**config.mk**
```make
export PLATFORM = sky130hd
export DESIGN_NAME = cosine_step_profile_generator_flat
export DESIGN_NICKNAME = d
export VERILOG_FILES = /design/src/hw/rtl/csp_pkg.sv /design/src/hw/rtl/csp_if.sv /design/src/hw/rtl/csp_div.sv /design/src/hw/rtl/cosine_step_profile_generator.sv /design/src/flat_wrapper.sv
export SDC_FILE = /design/constraint.sdc
export NUM_CORES = 2
export LEC_CHECK = 0
export BUFFER_PORTS_ARGS = -buffer_cell sky130_fd_sc_hd__buf_4
export CORE_ASPECT_RATIO = 1.4
export CORE_MARGIN = 1
export CORE_UTILIZATION = 60
export CTS_CLUSTER_DIAMETER = 100
export DETAILED_ROUTE_END_ITERATION = 12
export HOLD_SLACK_MARGIN = 0.06
export PLACE_DENSITY_LB_ADDON = 0.15
export SLEW_MARGIN = 20
export SYNTH_ARGS = -nofsm -noshare
export SYNTH_HDL_FRONTEND = slang
export SYNTH_SLANG_ARGS = --single-unit
```
**constraint.sdc**
```tcl
create_clock -name clk -period 21.9 [get_ports clk]
set_input_delay 1.095 -clock clk [delete_from_list [all_inputs] [get_ports clk]]
set_output_delay 1.095 -clock clk [all_outputs]
set_load 0.005 [all_outputs]
```
**src/hw/rtl/csp_pkg.sv**
```systemverilog
package csp_pkg;

    // profile geometry
    localparam int SEGMENTS = 11;
    localparam int HALF     = (SEGMENTS + 1) / 2;
    localparam int BASE_LEN = 6;

    localparam int SEG_W   = $clog2(SEGMENTS + 1);
    localparam int HALF_AW = (HALF > 1) ? $clog2(HALF) : 1;
    localparam int BASE_AW = $clog2(BASE_LEN);

    // data widths
    localparam int TIME_W  = 32;
    localparam int STEP_W  = 16;
    localparam int DUR_W   = 16;
    localparam int PER_W   = 29;
    localparam int CNT_W   = 32;
    localparam int BSTEP_W = 7;
    localparam int BPER_W  = 13;

    // period divider
    localparam int NUM_W  = 32;
    localparam int DEN_W  = 19;
    localparam int ITER_W = $clog2(NUM_W);

    localparam int STEP_DIVISOR = 800;

    // count * base / 800 as a multiply by ceil(2^33 / 800), exact for 23-bit products
    localparam int STEP_PROD_W      = STEP_W + BSTEP_W;
    localparam int STEP_RECIP_W     = 24;
    localparam int STEP_RECIP_SHIFT = 33;
    localparam logic [STEP_RECIP_W-1:0] STEP_RECIP = 24'd10737419;

    function automatic logic [BSTEP_W-1:0] base_steps(input logic [BASE_AW-1:0] i);
        logic [BSTEP_W-1:0] v;
        case (i)
            3'd0:    v = 7'd16;
            3'd1:    v = 7'd47;
            3'd2:    v = 7'd75;
            3'd3:    v = 7'd96;
            3'd4:    v = 7'd109;
            default: v = 7'd114;
        endcase
        return v;
    endfunction

    function automatic logic [BPER_W-1:0] base_period(input logic [BASE_AW-1:0] i);
        logic [BPER_W-1:0] v;
        case (i)
            3'd0:    v = 13'd5682;
            3'd1:    v = 13'd1934;
            3'd2:    v = 13'd1212;
            3'd3:    v = 13'd947;
            3'd4:    v = 13'd834;
            default: v = 13'd797;
        endcase
        return v;
    endfunction

    // base-table row for a half-table entry; later entries reuse its last row
    function automatic logic [BASE_AW-1:0] base_slot(input logic [HALF_AW-1:0] i);
        logic [BASE_AW-1:0] v;
        if (int'(i) < BASE_LEN)
            v = BASE_AW'(i);
        else
            v = BASE_AW'(BASE_LEN - 1);
        return v;
    endfunction

    // mirror a segment number onto the half table
    function automatic logic [HALF_AW-1:0] half_slot(input logic [SEG_W-1:0] ix);
        logic [HALF_AW-1:0] v;
        if (ix < SEG_W'(HALF))
            v = HALF_AW'(ix);
        else if (ix < SEG_W'(SEGMENTS))
            v = HALF_AW'(SEG_W'(SEGMENTS - 1) - ix);
        else
            v = '0;
        return v;
    endfunction

endpackage

```
**src/hw/rtl/csp_if.sv**
```systemverilog
interface csp_in_if;
    logic        valid;
    logic        ready;
    logic        command;
    logic [31:0] time_us;
    logic [31:0] time_ms;

    modport source (output valid, output command, output time_us, output time_ms,
                    input ready);
    modport sink   (input valid, input command, input time_us, input time_ms,
                    output ready);
endinterface

interface csp_out_if;
    logic        valid;
    logic        ready;
    logic        step_pulse;
    logic        driver_enable;
    logic        direction_level;
    logic [1:0]  phase;
    logic [3:0]  segment_number;
    logic [31:0] clockwise_total;
    logic [31:0] counter_clockwise_total;

    modport source (output valid, output step_pulse, output driver_enable,
                    output direction_level, output phase, output segment_number,
                    output clockwise_total, output counter_clockwise_total,
                    input ready);
    modport sink   (input valid, input step_pulse, input driver_enable,
                    input direction_level, input phase, input segment_number,
                    input clockwise_total, input counter_clockwise_total,
                    output ready);
endinterface

```
**src/hw/rtl/csp_div.sv**
```systemverilog
module csp_div (
    input  logic                        clk,
    input  logic                        rst_n,
    input  logic                        start,
    input  logic [csp_pkg::NUM_W-1:0]   dividend,
    input  logic [csp_pkg::DEN_W-1:0]   divisor,
    output logic                        done,
    output logic [csp_pkg::NUM_W-1:0]   quotient
);
    import csp_pkg::*;

    logic              busy_reg;
    logic              done_reg;
    logic [ITER_W-1:0] iter_reg;
    logic [DEN_W-1:0]  den_reg;
    logic [DEN_W-1:0]  rem_reg;
    logic [NUM_W-1:0]  quo_reg;

    logic [DEN_W:0]    trial;
    logic              fits;
    logic [DEN_W:0]    trial_sub;

    // restoring division, one quotient bit per cycle
    always_comb
    begin
        trial     = {rem_reg, quo_reg[NUM_W-1]};
        fits      = (trial >= {1'b0, den_reg});
        trial_sub = trial - {1'b0, den_reg};
    end

    always_ff @(posedge clk or negedge rst_n)
    begin
        if (!rst_n)
        begin
            busy_reg <= 1'b0;
            done_reg <= 1'b0;
            iter_reg <= '0;
        end
        else
        begin
            done_reg <= 1'b0;
            if (busy_reg)
            begin
                iter_reg <= iter_reg + 1'b1;
                if (iter_reg == ITER_W'(NUM_W - 1))
                begin
                    busy_reg <= 1'b0;
                    done_reg <= 1'b1;
                end
            end
            else if (start)
            begin
                busy_reg <= 1'b1;
                iter_reg <= '0;
            end
        end
    end

    always_ff @(posedge clk)
    begin
        if (busy_reg)
        begin
            rem_reg <= fits ? trial_sub[DEN_W-1:0] : trial[DEN_W-1:0];
            quo_reg <= {quo_reg[NUM_W-2:0], fits};
        end
        else if (start)
        begin
            rem_reg <= '0;
            quo_reg <= dividend;
            den_reg <= divisor;
        end
    end

    assign done     = done_reg;
    assign quotient = quo_reg;

endmodule

```
**src/hw/rtl/cosine_step_profile_generator.sv**
```systemverilog
// channel  | role | word
// ---------+------+-------------------------------------------------------------
// cmd_ch   | in   | command, time_us, time_ms
// res_ch   | out  | step_pulse, driver_enable, direction_level, phase,
//          |      | segment_number, clockwise_total, counter_clockwise_total
// cfg      | in   | cfg_we, cfg_index, cfg_data (write only)
//
// An update word goes through step table read, step decision, period table
// read, result register. An arm word fills the 6 half-table entries: step
// product, step sum (not for the last), period on the bit-serial divider.
// One word is in work at a time; the next is taken while the result still waits
// in res_ch, and a second finished word holds the input off until res_ch drains.
// Reset clears the control state; the profile tables hold nothing until armed.
module cosine_step_profile_generator (
    input  logic        clk,
    input  logic        rst_n,
    csp_in_if.sink      cmd_ch,
    csp_out_if.source   res_ch,
    input  logic        cfg_we,
    input  logic [2:0]  cfg_index,
    input  logic [31:0] cfg_data
);
    import csp_pkg::*;

    localparam logic [2:0] CFG_START    = 3'd0;
    localparam logic [2:0] CFG_DIR      = 3'd1;
    localparam logic [2:0] CFG_COUNT    = 3'd2;
    localparam logic [2:0] CFG_DURATION = 3'd3;
    localparam logic [2:0] CFG_KEEP     = 3'd4;

    localparam logic [1:0] PH_IDLE   = 2'd0;
    localparam logic [1:0] PH_SCHED  = 2'd1;
    localparam logic [1:0] PH_ACTIVE = 2'd2;
    localparam logic [1:0] PH_FIN    = 2'd3;

    localparam logic [2:0] S_IDLE   = 3'd0;
    localparam logic [2:0] S_UPD_A  = 3'd1;
    localparam logic [2:0] S_UPD_B  = 3'd2;
    localparam logic [2:0] S_ARM_S  = 3'd3;
    localparam logic [2:0] S_ARM_SW = 3'd4;
    localparam logic [2:0] S_ARM_P  = 3'd5;
    localparam logic [2:0] S_DONE   = 3'd6;

    // configuration
    logic [TIME_W-1:0] start_time_reg;
    logic              move_dir_reg;
    logic [STEP_W-1:0] count_reg;
    logic [DUR_W-1:0]  duration_reg;
    logic              keep_reg;

    // control and scalar state
    logic [2:0]        state_reg;
    logic [1:0]        phase_reg;
    logic [SEG_W-1:0]  seg_idx_reg;
    logic [STEP_W-1:0] sis_reg;
    logic [TIME_W-1:0] last_time_reg;
    logic [PER_W-1:0]  period_reg;
    logic [CNT_W-1:0]  cw_reg;
    logic [CNT_W-1:0]  ccw_reg;
    logic              enable_reg;
    logic              dir_reg;
    logic              pulse_reg;
    logic              load_per_reg;
    logic [HALF_AW-1:0] arm_i_reg;
    logic [STEP_W-1:0] sum_reg;

    logic [TIME_W-1:0] t_us_reg;
    logic [TIME_W-1:0] t_ms_reg;

    // profile tables
    logic [STEP_W-1:0] steps_mem [HALF];
    logic [PER_W-1:0]  per_mem   [HALF];
    logic [STEP_W-1:0] steps_rd_reg;
    logic [PER_W-1:0]  per_rd_reg;
    logic [HALF_AW-1:0] steps_raddr;
    logic [HALF_AW-1:0] per_raddr;
    logic              steps_we;
    logic [STEP_W-1:0] steps_wdata;
    logic              per_we;

    // output register
    logic              out_valid_reg;
    logic              out_pulse_reg;
    logic              out_enable_reg;
    logic              out_dir_reg;
    logic [1:0]        out_phase_reg;
    logic [3:0]        out_seg_reg;
    logic [CNT_W-1:0]  out_cw_reg;
    logic [CNT_W-1:0]  out_ccw_reg;

    // divider
    logic              div_start;
    logic [NUM_W-1:0]  div_num;
    logic [DEN_W-1:0]  div_den;
    logic              div_done;
    logic [NUM_W-1:0]  div_q;

    // update datapath
    logic              in_take;
    logic              out_free;
    logic [TIME_W-1:0] elapsed;
    logic              take_step;
    logic              active;
    logic              pulse;
    logic [STEP_W-1:0] sis_inc;
    logic              advance;
    logic [SEG_W-1:0]  seg_inc;
    logic              activate;
    logic              arm_last;

    logic [BASE_AW-1:0] bslot;
    logic [22:0]       step_prod;
    logic [28:0]       per_prod;
    logic              per_phase;
    logic [STEP_PROD_W-1:0] step_prod_reg;
    logic [STEP_PROD_W+STEP_RECIP_W-1:0] step_scaled;
    logic [STEP_W-1:0] step_q;

    assign in_take  = cmd_ch.valid && cmd_ch.ready;
    assign out_free = !out_valid_reg || res_ch.ready;
    assign cmd_ch.ready = (state_reg == S_IDLE);

    always_comb
    begin
        elapsed   = t_us_reg - last_time_reg;
        take_step = (elapsed >= TIME_W'(period_reg));
        active    = (phase_reg == PH_ACTIVE);
        pulse     = take_step && active;
        sis_inc   = sis_reg + STEP_W'(pulse);
        advance   = active && (sis_inc >= steps_rd_reg);
        seg_inc   = seg_idx_reg + 1'b1;
        activate  = (phase_reg == PH_SCHED) && (t_ms_reg >= start_time_reg);
        arm_last  = (arm_i_reg == HALF_AW'(HALF - 1));
    end

    assign steps_raddr = half_slot(seg_idx_reg);
    assign per_raddr   = activate ? '0 : half_slot(seg_inc);

    // arm datapath: steps by reciprocal multiply or remainder, periods on the divider
    always_comb
    begin
        bslot       = base_slot(arm_i_reg);
        step_prod   = {7'd0, count_reg} * {16'd0, base_steps(bslot)};
        per_prod    = {13'd0, duration_reg} * {16'd0, base_period(bslot)};
        step_scaled = {{STEP_RECIP_W{1'b0}}, step_prod_reg}
                      * {{STEP_PROD_W{1'b0}}, STEP_RECIP};
        step_q      = STEP_W'(step_scaled[STEP_PROD_W+STEP_RECIP_W-1:STEP_RECIP_SHIFT]);
        per_phase   = ((state_reg == S_ARM_S) && arm_last) || (state_reg == S_ARM_SW);
        div_start   = per_phase;
        div_num     = {1'b0, per_prod, 2'b00};
        div_den     = {1'b0, count_reg, 2'b00} + {3'd0, count_reg};
        steps_we    = per_phase;
        steps_wdata = arm_last ? (count_reg - {sum_reg[STEP_W-2:0], 1'b0})
                               : step_q;
        per_we      = (state_reg == S_ARM_P) && div_done;
    end

    csp_div u_div (
        .clk      (clk),
        .rst_n    (rst_n),
        .start    (div_start),
        .dividend (div_num),
        .divisor  (div_den),
        .done     (div_done),
        .quotient (div_q)
    );

    always_ff @(posedge clk)
    begin
        if (steps_we)
            steps_mem[arm_i_reg] <= steps_wdata;
        if (per_we)
            per_mem[arm_i_reg] <= div_q[PER_W-1:0];
        steps_rd_reg <= steps_mem[steps_raddr];
        per_rd_reg   <= per_mem[per_raddr];
    end

    always_ff @(posedge clk)
    begin
        if (state_reg == S_ARM_S)
            step_prod_reg <= step_prod;
    end

    always_ff @(posedge clk or negedge rst_n)
    begin
        if (!rst_n)
        begin
            start_time_reg <= '0;
            move_dir_reg   <= 1'b0;
            count_reg      <= 16'd800;
            duration_reg   <= 16'd1000;
            keep_reg       <= 1'b0;
        end
        else if (cfg_we)
        begin
            case (cfg_index)
                CFG_START:    start_time_reg <= cfg_data;
                CFG_DIR:      move_dir_reg   <= cfg_data[0];
                CFG_COUNT:    count_reg      <= cfg_data[STEP_W-1:0];
                CFG_DURATION: duration_reg   <= cfg_data[DUR_W-1:0];
                CFG_KEEP:     keep_reg       <= cfg_data[0];
                default:      ;
            endcase
        end
    end

    always_ff @(posedge clk)
    begin
        if (in_take)
        begin
            t_us_reg <= cmd_ch.time_us;
            t_ms_reg <= cmd_ch.time_ms;
        end
    end

    always_ff @(posedge clk or negedge rst_n)
    begin
        if (!rst_n)
        begin
            state_reg     <= S_IDLE;
            phase_reg     <= PH_IDLE;
            seg_idx_reg   <= '0;
            sis_reg       <= '0;
            last_time_reg <= '0;
            period_reg    <= '0;
            cw_reg        <= '0;
            ccw_reg       <= '0;
            enable_reg    <= 1'b0;
            dir_reg       <= 1'b0;
            pulse_reg     <= 1'b0;
            load_per_reg  <= 1'b0;
            arm_i_reg     <= '0;
            sum_reg       <= '0;
            out_valid_reg <= 1'b0;
        end
        else
        begin
            if (out_valid_reg && res_ch.ready)
                out_valid_reg <= 1'b0;

            case (state_reg)
                S_IDLE:
                begin
                    if (in_take)
                    begin
                        pulse_reg <= 1'b0;
                        if (!cmd_ch.command)
                            state_reg <= S_UPD_A;
                        else if (count_reg == '0)
                            state_reg <= S_DONE;
                        else
                        begin
                            dir_reg   <= move_dir_reg;
                            phase_reg <= PH_SCHED;
                            arm_i_reg <= '0;
                            sum_reg   <= '0;
                            state_reg <= S_ARM_S;
                        end
                    end
                end

                S_UPD_A:
                begin
                    pulse_reg    <= pulse;
                    load_per_reg <= 1'b0;
                    if (take_step)
                        last_time_reg <= t_us_reg;
                    if (pulse && !dir_reg)
                        cw_reg <= cw_reg + 1'b1;
                    if (pulse && dir_reg)
                        ccw_reg <= ccw_reg + 1'b1;
                    if (active)
                    begin
                        if (advance)
                        begin
                            sis_reg     <= '0;
                            seg_idx_reg <= seg_inc;
                            if (seg_inc < SEG_W'(SEGMENTS))
                                load_per_reg <= 1'b1;
                            else
                            begin
                                enable_reg <= keep_reg;
                                phase_reg  <= PH_FIN;
                            end
                        end
                        else
                            sis_reg <= sis_inc;
                    end
                    else if (activate)
                    begin
                        enable_reg   <= 1'b1;
                        phase_reg    <= PH_ACTIVE;
                        cw_reg       <= '0;
                        ccw_reg      <= '0;
                        seg_idx_reg  <= '0;
                        sis_reg      <= '0;
                        load_per_reg <= 1'b1;
                    end
                    state_reg <= S_UPD_B;
                end

                S_UPD_B:
                begin
                    if (load_per_reg)
                        period_reg <= per_rd_reg;
                    state_reg <= S_DONE;
                end

                S_ARM_S:
                begin
                    // last entry closes the step total, no step scaling
                    state_reg <= arm_last ? S_ARM_P : S_ARM_SW;
                end

                S_ARM_SW:
                begin
                    sum_reg   <= sum_reg + step_q;
                    state_reg <= S_ARM_P;
                end

                S_ARM_P:
                begin
                    if (div_done)
                    begin
                        if (arm_i_reg == '0)
                            period_reg <= div_q[PER_W-1:0];
                        if (arm_last)
                            state_reg <= S_DONE;
                        else
                        begin
                            arm_i_reg <= arm_i_reg + 1'b1;
                            state_reg <= S_ARM_S;
                        end
                    end
                end

                S_DONE:
                begin
                    // hold until the output register is free
                    if (out_free)
                    begin
                        out_valid_reg <= 1'b1;
                        state_reg     <= S_IDLE;
                    end
                end

                default:
                    state_reg <= S_IDLE;
            endcase
        end
    end

    always_ff @(posedge clk)
    begin
        if ((state_reg == S_DONE) && out_free)
        begin
            out_pulse_reg  <= pulse_reg;
            out_enable_reg <= enable_reg;
            out_dir_reg    <= dir_reg;
            out_phase_reg  <= phase_reg;
            out_seg_reg    <= 4'(seg_idx_reg);
            out_cw_reg     <= cw_reg;
            out_ccw_reg    <= ccw_reg;
        end
    end

    assign res_ch.valid                   = out_valid_reg;
    assign res_ch.step_pulse              = out_pulse_reg;
    assign res_ch.driver_enable           = out_enable_reg;
    assign res_ch.direction_level         = out_dir_reg;
    assign res_ch.phase                   = out_phase_reg;
    assign res_ch.segment_number          = out_seg_reg;
    assign res_ch.clockwise_total         = out_cw_reg;
    assign res_ch.counter_clockwise_total = out_ccw_reg;

endmodule

```
**src/flat_wrapper.sv**
```systemverilog
// flat-port wrapper written by rule: the top's interface ports become plain ports
module cosine_step_profile_generator_flat import csp_pkg::*;
  (clk, rst_n, cfg_we, cfg_index, cfg_data, cmd_ch_valid, cmd_ch_command, cmd_ch_time_us, cmd_ch_time_ms, cmd_ch_ready, res_ch_valid, res_ch_step_pulse, res_ch_driver_enable, res_ch_direction_level, res_ch_phase, res_ch_segment_number, res_ch_clockwise_total, res_ch_counter_clockwise_total, res_ch_ready);
  csp_in_if cmd_ch_i ();
  csp_out_if res_ch_i ();
  input  logic clk;
  input  logic rst_n;
  input  logic cfg_we;
  input  logic [2:0] cfg_index;
  input  logic [31:0] cfg_data;
  input wire logic [$bits(cmd_ch_i.valid)-1:0] cmd_ch_valid;
  input wire logic [$bits(cmd_ch_i.command)-1:0] cmd_ch_command;
  input wire logic [$bits(cmd_ch_i.time_us)-1:0] cmd_ch_time_us;
  input wire logic [$bits(cmd_ch_i.time_ms)-1:0] cmd_ch_time_ms;
  output wire logic [$bits(cmd_ch_i.ready)-1:0] cmd_ch_ready;
  output wire logic [$bits(res_ch_i.valid)-1:0] res_ch_valid;
  output wire logic [$bits(res_ch_i.step_pulse)-1:0] res_ch_step_pulse;
  output wire logic [$bits(res_ch_i.driver_enable)-1:0] res_ch_driver_enable;
  output wire logic [$bits(res_ch_i.direction_level)-1:0] res_ch_direction_level;
  output wire logic [$bits(res_ch_i.phase)-1:0] res_ch_phase;
  output wire logic [$bits(res_ch_i.segment_number)-1:0] res_ch_segment_number;
  output wire logic [$bits(res_ch_i.clockwise_total)-1:0] res_ch_clockwise_total;
  output wire logic [$bits(res_ch_i.counter_clockwise_total)-1:0] res_ch_counter_clockwise_total;
  input wire logic [$bits(res_ch_i.ready)-1:0] res_ch_ready;
  assign cmd_ch_i.valid = cmd_ch_valid;
  assign cmd_ch_i.command = cmd_ch_command;
  assign cmd_ch_i.time_us = cmd_ch_time_us;
  assign cmd_ch_i.time_ms = cmd_ch_time_ms;
  assign cmd_ch_ready = cmd_ch_i.ready;
  assign res_ch_valid = res_ch_i.valid;
  assign res_ch_step_pulse = res_ch_i.step_pulse;
  assign res_ch_driver_enable = res_ch_i.driver_enable;
  assign res_ch_direction_level = res_ch_i.direction_level;
  assign res_ch_phase = res_ch_i.phase;
  assign res_ch_segment_number = res_ch_i.segment_number;
  assign res_ch_clockwise_total = res_ch_i.clockwise_total;
  assign res_ch_counter_clockwise_total = res_ch_i.counter_clockwise_total;
  assign res_ch_i.ready = res_ch_ready;
  cosine_step_profile_generator u_core (.clk(clk), .rst_n(rst_n), .cmd_ch(cmd_ch_i), .res_ch(res_ch_i), .cfg_we(cfg_we), .cfg_index(cfg_index), .cfg_data(cfg_data));
endmodule
```
==> metrics.yaml <==
die_h_um: 358
antenna_found_initial: 1
ctsHtreeMaxLevel: 3
async_flop_share_pct: 31.1
netlist_area_mm2: 0.0542
r2r_start: "u_core.step_prod_reg[11]"
finalClockSkew_ps: 33.3
dp_hpwl_mm: 95.1
maxSlewViolCount: 0
vias_per_cell: 5.71
num_vias: 35900
path_class: "reg2reg"
overflow: 0
start_util_pct: 60.5
cp-end-kind: "flip-flop"
fillCellCount: 6846
hold_ws_ps: 374
yosys_warnings: 0
max_freq_ghz: 0.110
startpoint_type: "flip-flop"
cts.clk_slew.worst_paths_ps: 70
met1_usage_pct: 34.4
path_common_cell: "fa_1"
r2r-end: "u_core.sum_reg[14]"
maxCapViolCount: 0
io_pins: 180
cts_made_buffers: 76
grt_first_pass_wirelength_mm: 200
cp_slowest_cell: "fa_1"
relSlewSlack_pct: 21.8
route.detailed.drc: 0
seqCellArea_mm2: 0.0221
synth-edff-count: 500
synth.avg_cell_area_um2: 11.1
synth.distinct_cells: 91
die_area_mm2: 0.0916
use_met3_pct: 3.59
final_nets: 6090
finalSetupTns_ps: 0
gp_congestion: 0.954
reg2reg_depth: 34
postCtsSetupBuffers: 0
max_flop_register: "u_core.per_mem"
setup_viol: 0
clock_sinks: 791
wl_per_cell_um: 19.8
die_w_um: 256
cts_hold_buf: 0
io_buffers: 179
worst_slack_ps: 12840
n_antenna_cell: 0
period_share_pct: 41.4
netlist_instances: 4870
tightest_slew_ps: 1170
ys_seq_area_share_pct: 40.7
arrival_ps: 9550
slowest_delay_ps: 660
mappedNetlistNets: 5929
cts_tree: "yes"
cts_root_buffer: "clkbuf_16"
path_max_fanout: 6
mostFrequentLayoutCells: "inv_1, ha_1, edfxtp_1"
largest_reg_flops: 174
grt_max_degree: 66
firstDrtPassIters: 6
fin_crit_ps: 9060
gr-max-usage-layer: "met2"
status: "complete, no violations"
drt_iter0_drc: 2133
multiInputGateArea_mm2: 0.0289
reg_top3: "u_core.per_mem: 174 flops, u_core.steps_mem: 96 flops"
clock_path_buffers: 3
cts_resized: 0
track_usage_pct: 27.9
drive_above_1_share_pct: 9.72
met2_usage_pct: 49.9
totalWireLength_mm: 125
worstHoldPathType: "in2async"
detail-route-antenna-nets: 0
ys_ff_latch: 791
post-place-ws_ps: 12940
finalHoldViolCount: 0
required_ps: 22400
rsz0062_at_grt: "no"
rows: 130
rrSetupSlack_ps: 12840
mostFrequentLayoutCell: "inv_1"
synthToLayoutAreaGrowth_pct: 9.58
clkLatencyLatePin_ps: 650
ys.flop_type: "edfxtp_1"
grt_pass1_vias: 37300
fp.coreArea_mm2: 0.0896
cells by family (layout without fill, tap and decap cells):
family / count (synthesis) / in the layout / synth area share (%)
AOI/OAI and AO/OA: 777 / 777 / 8.81
xor gates and xnor gates: 182 / 182 / 2.98
adders and majority gates: 954 / 954 / 27.7
buffers and inverters: 877 / 1102 / 6.15
DFF: 791 / 791 / 40.7
muxes: 170 / 170 / 3.67
and+or+nand+nor: 1119 / 1119 / 9.98
through the flow:
stage / cell area [µm²] / utilization, % / std cells
2_1_floorplan: 54200 / - / 4870
3_3_place_gp: 56900 / 63.5 / 6141
3_5_place_dp: 56900 / 63.5 / 6141
4_1_cts: 59400 / 66.3 / 6283
5_1_grt: 59400 / 66.3 / 6283
6_report: 59400 / 66.3 / 6283
how the worst max path moves through the flow:
| stage | from | endpoint | slack [ps] |
|---|---|---|---|
| finish | u_core.step_prod_reg[11] | u_core.sum_reg[14] | 12840 |
| global placement | u_core.step_prod_reg[11] | u_core.sum_reg[14] | 13110 |
| floorplan | u_core.step_prod_reg[11] | u_core.sum_reg[13] | 13740 |
| detailed placement | u_core.step_prod_reg[11] | u_core.sum_reg[14] | 12940 |
| CTS | u_core.step_prod_reg[11] | u_core.sum_reg[14] | 12830 |
| global route | u_core.step_prod_reg[11] | u_core.sum_reg[13] | 12250 |
per-layer routing:
layer  up-vias  share of wire, %
li1      16900                 -
met1     17800                40
met4         2               3.7
met2       934                51
met3       259               4.9
met5         -            0.0072
synthesized netlist by cell type, drive strengths merged (5+ instances only):
| cell | number | area (µm²) |
|---|---|---|
| inv | 728 | 2730 |
| nor2b | 24 | 150 |
| dfxtp | 45 | 901 |
| nor3 | 57 | 285 |
| o22ai | 62 | 388 |
| or3 | 24 | 150 |
| dfstp | 9 | 236 |
| nand4 | 31 | 194 |
| fa | 409 | 8190 |
| nor2 | 205 | 780 |
| and4 | 8 | 70.1 |
| nor3b | 8 | 60.1 |
| a211oi | 18 | 140 |
| a21oi | 160 | 805 |
| and2 | 156 | 978 |
| o31ai | 16 | 125 |
| o21a | 14 | 105 |
| mux2 | 72 | 811 |
| a21o | 80 | 601 |
| xor2 | 63 | 552 |
| clkbuf | 121 | 454 |
| dfrtp | 237 | 5930 |
| or2 | 15 | 96.3 |
| nor4 | 14 | 100 |
| mux2i | 82 | 821 |
| o211ai | 12 | 90.1 |
| ha | 545 | 6820 |
| xnor2 | 119 | 1060 |
| nor4b | 5 | 43.8 |
| nand2b | 42 | 263 |
| nand3 | 85 | 425 |
| nand2 | 395 | 1480 |
| a21boi | 19 | 143 |
| a32o | 9 | 90.1 |
| a31oi | 22 | 153 |
| buf | 25 | 134 |
| mux4 | 16 | 360 |
| edfxtp | 500 | 15000 |
| a211o | 11 | 97.6 |
| o21ai | 295 | 1480 |
| o21bai | 13 | 97.6 |
| and3 | 40 | 250 |
worst max-delay path: cells and delay by family, from the launching register on:
| family | cells | cell delay, ps |
|---|---|---|
| and+or+nand+nor | 3 | 430 |
| adders and majority gates | 9 | 4140 |
| xor gates and xnor gates | 2 | 320 |
| DFF | 1 | 520 |
| buffers and inverters | 6 | 340 |
| AOI/OAI and AO/OA | 14 | 3110 |
final cells by class:
type / count / share of cell area [%]
Sequential cell: 791 / 37.2
Clock buffer: 102 / 3.50
Timing Repair Buffer: 229 / 2.91
Clock inverter: 40 / 0.624
Tap cell: 1188 / 2.50
Multi-Input combinational cell: 3202 / 48.7
Inverter: 731 / 4.62
Power is not shown: default switching activity piles up to over one toggle a cycle in this logic, so the estimate is an artifact.
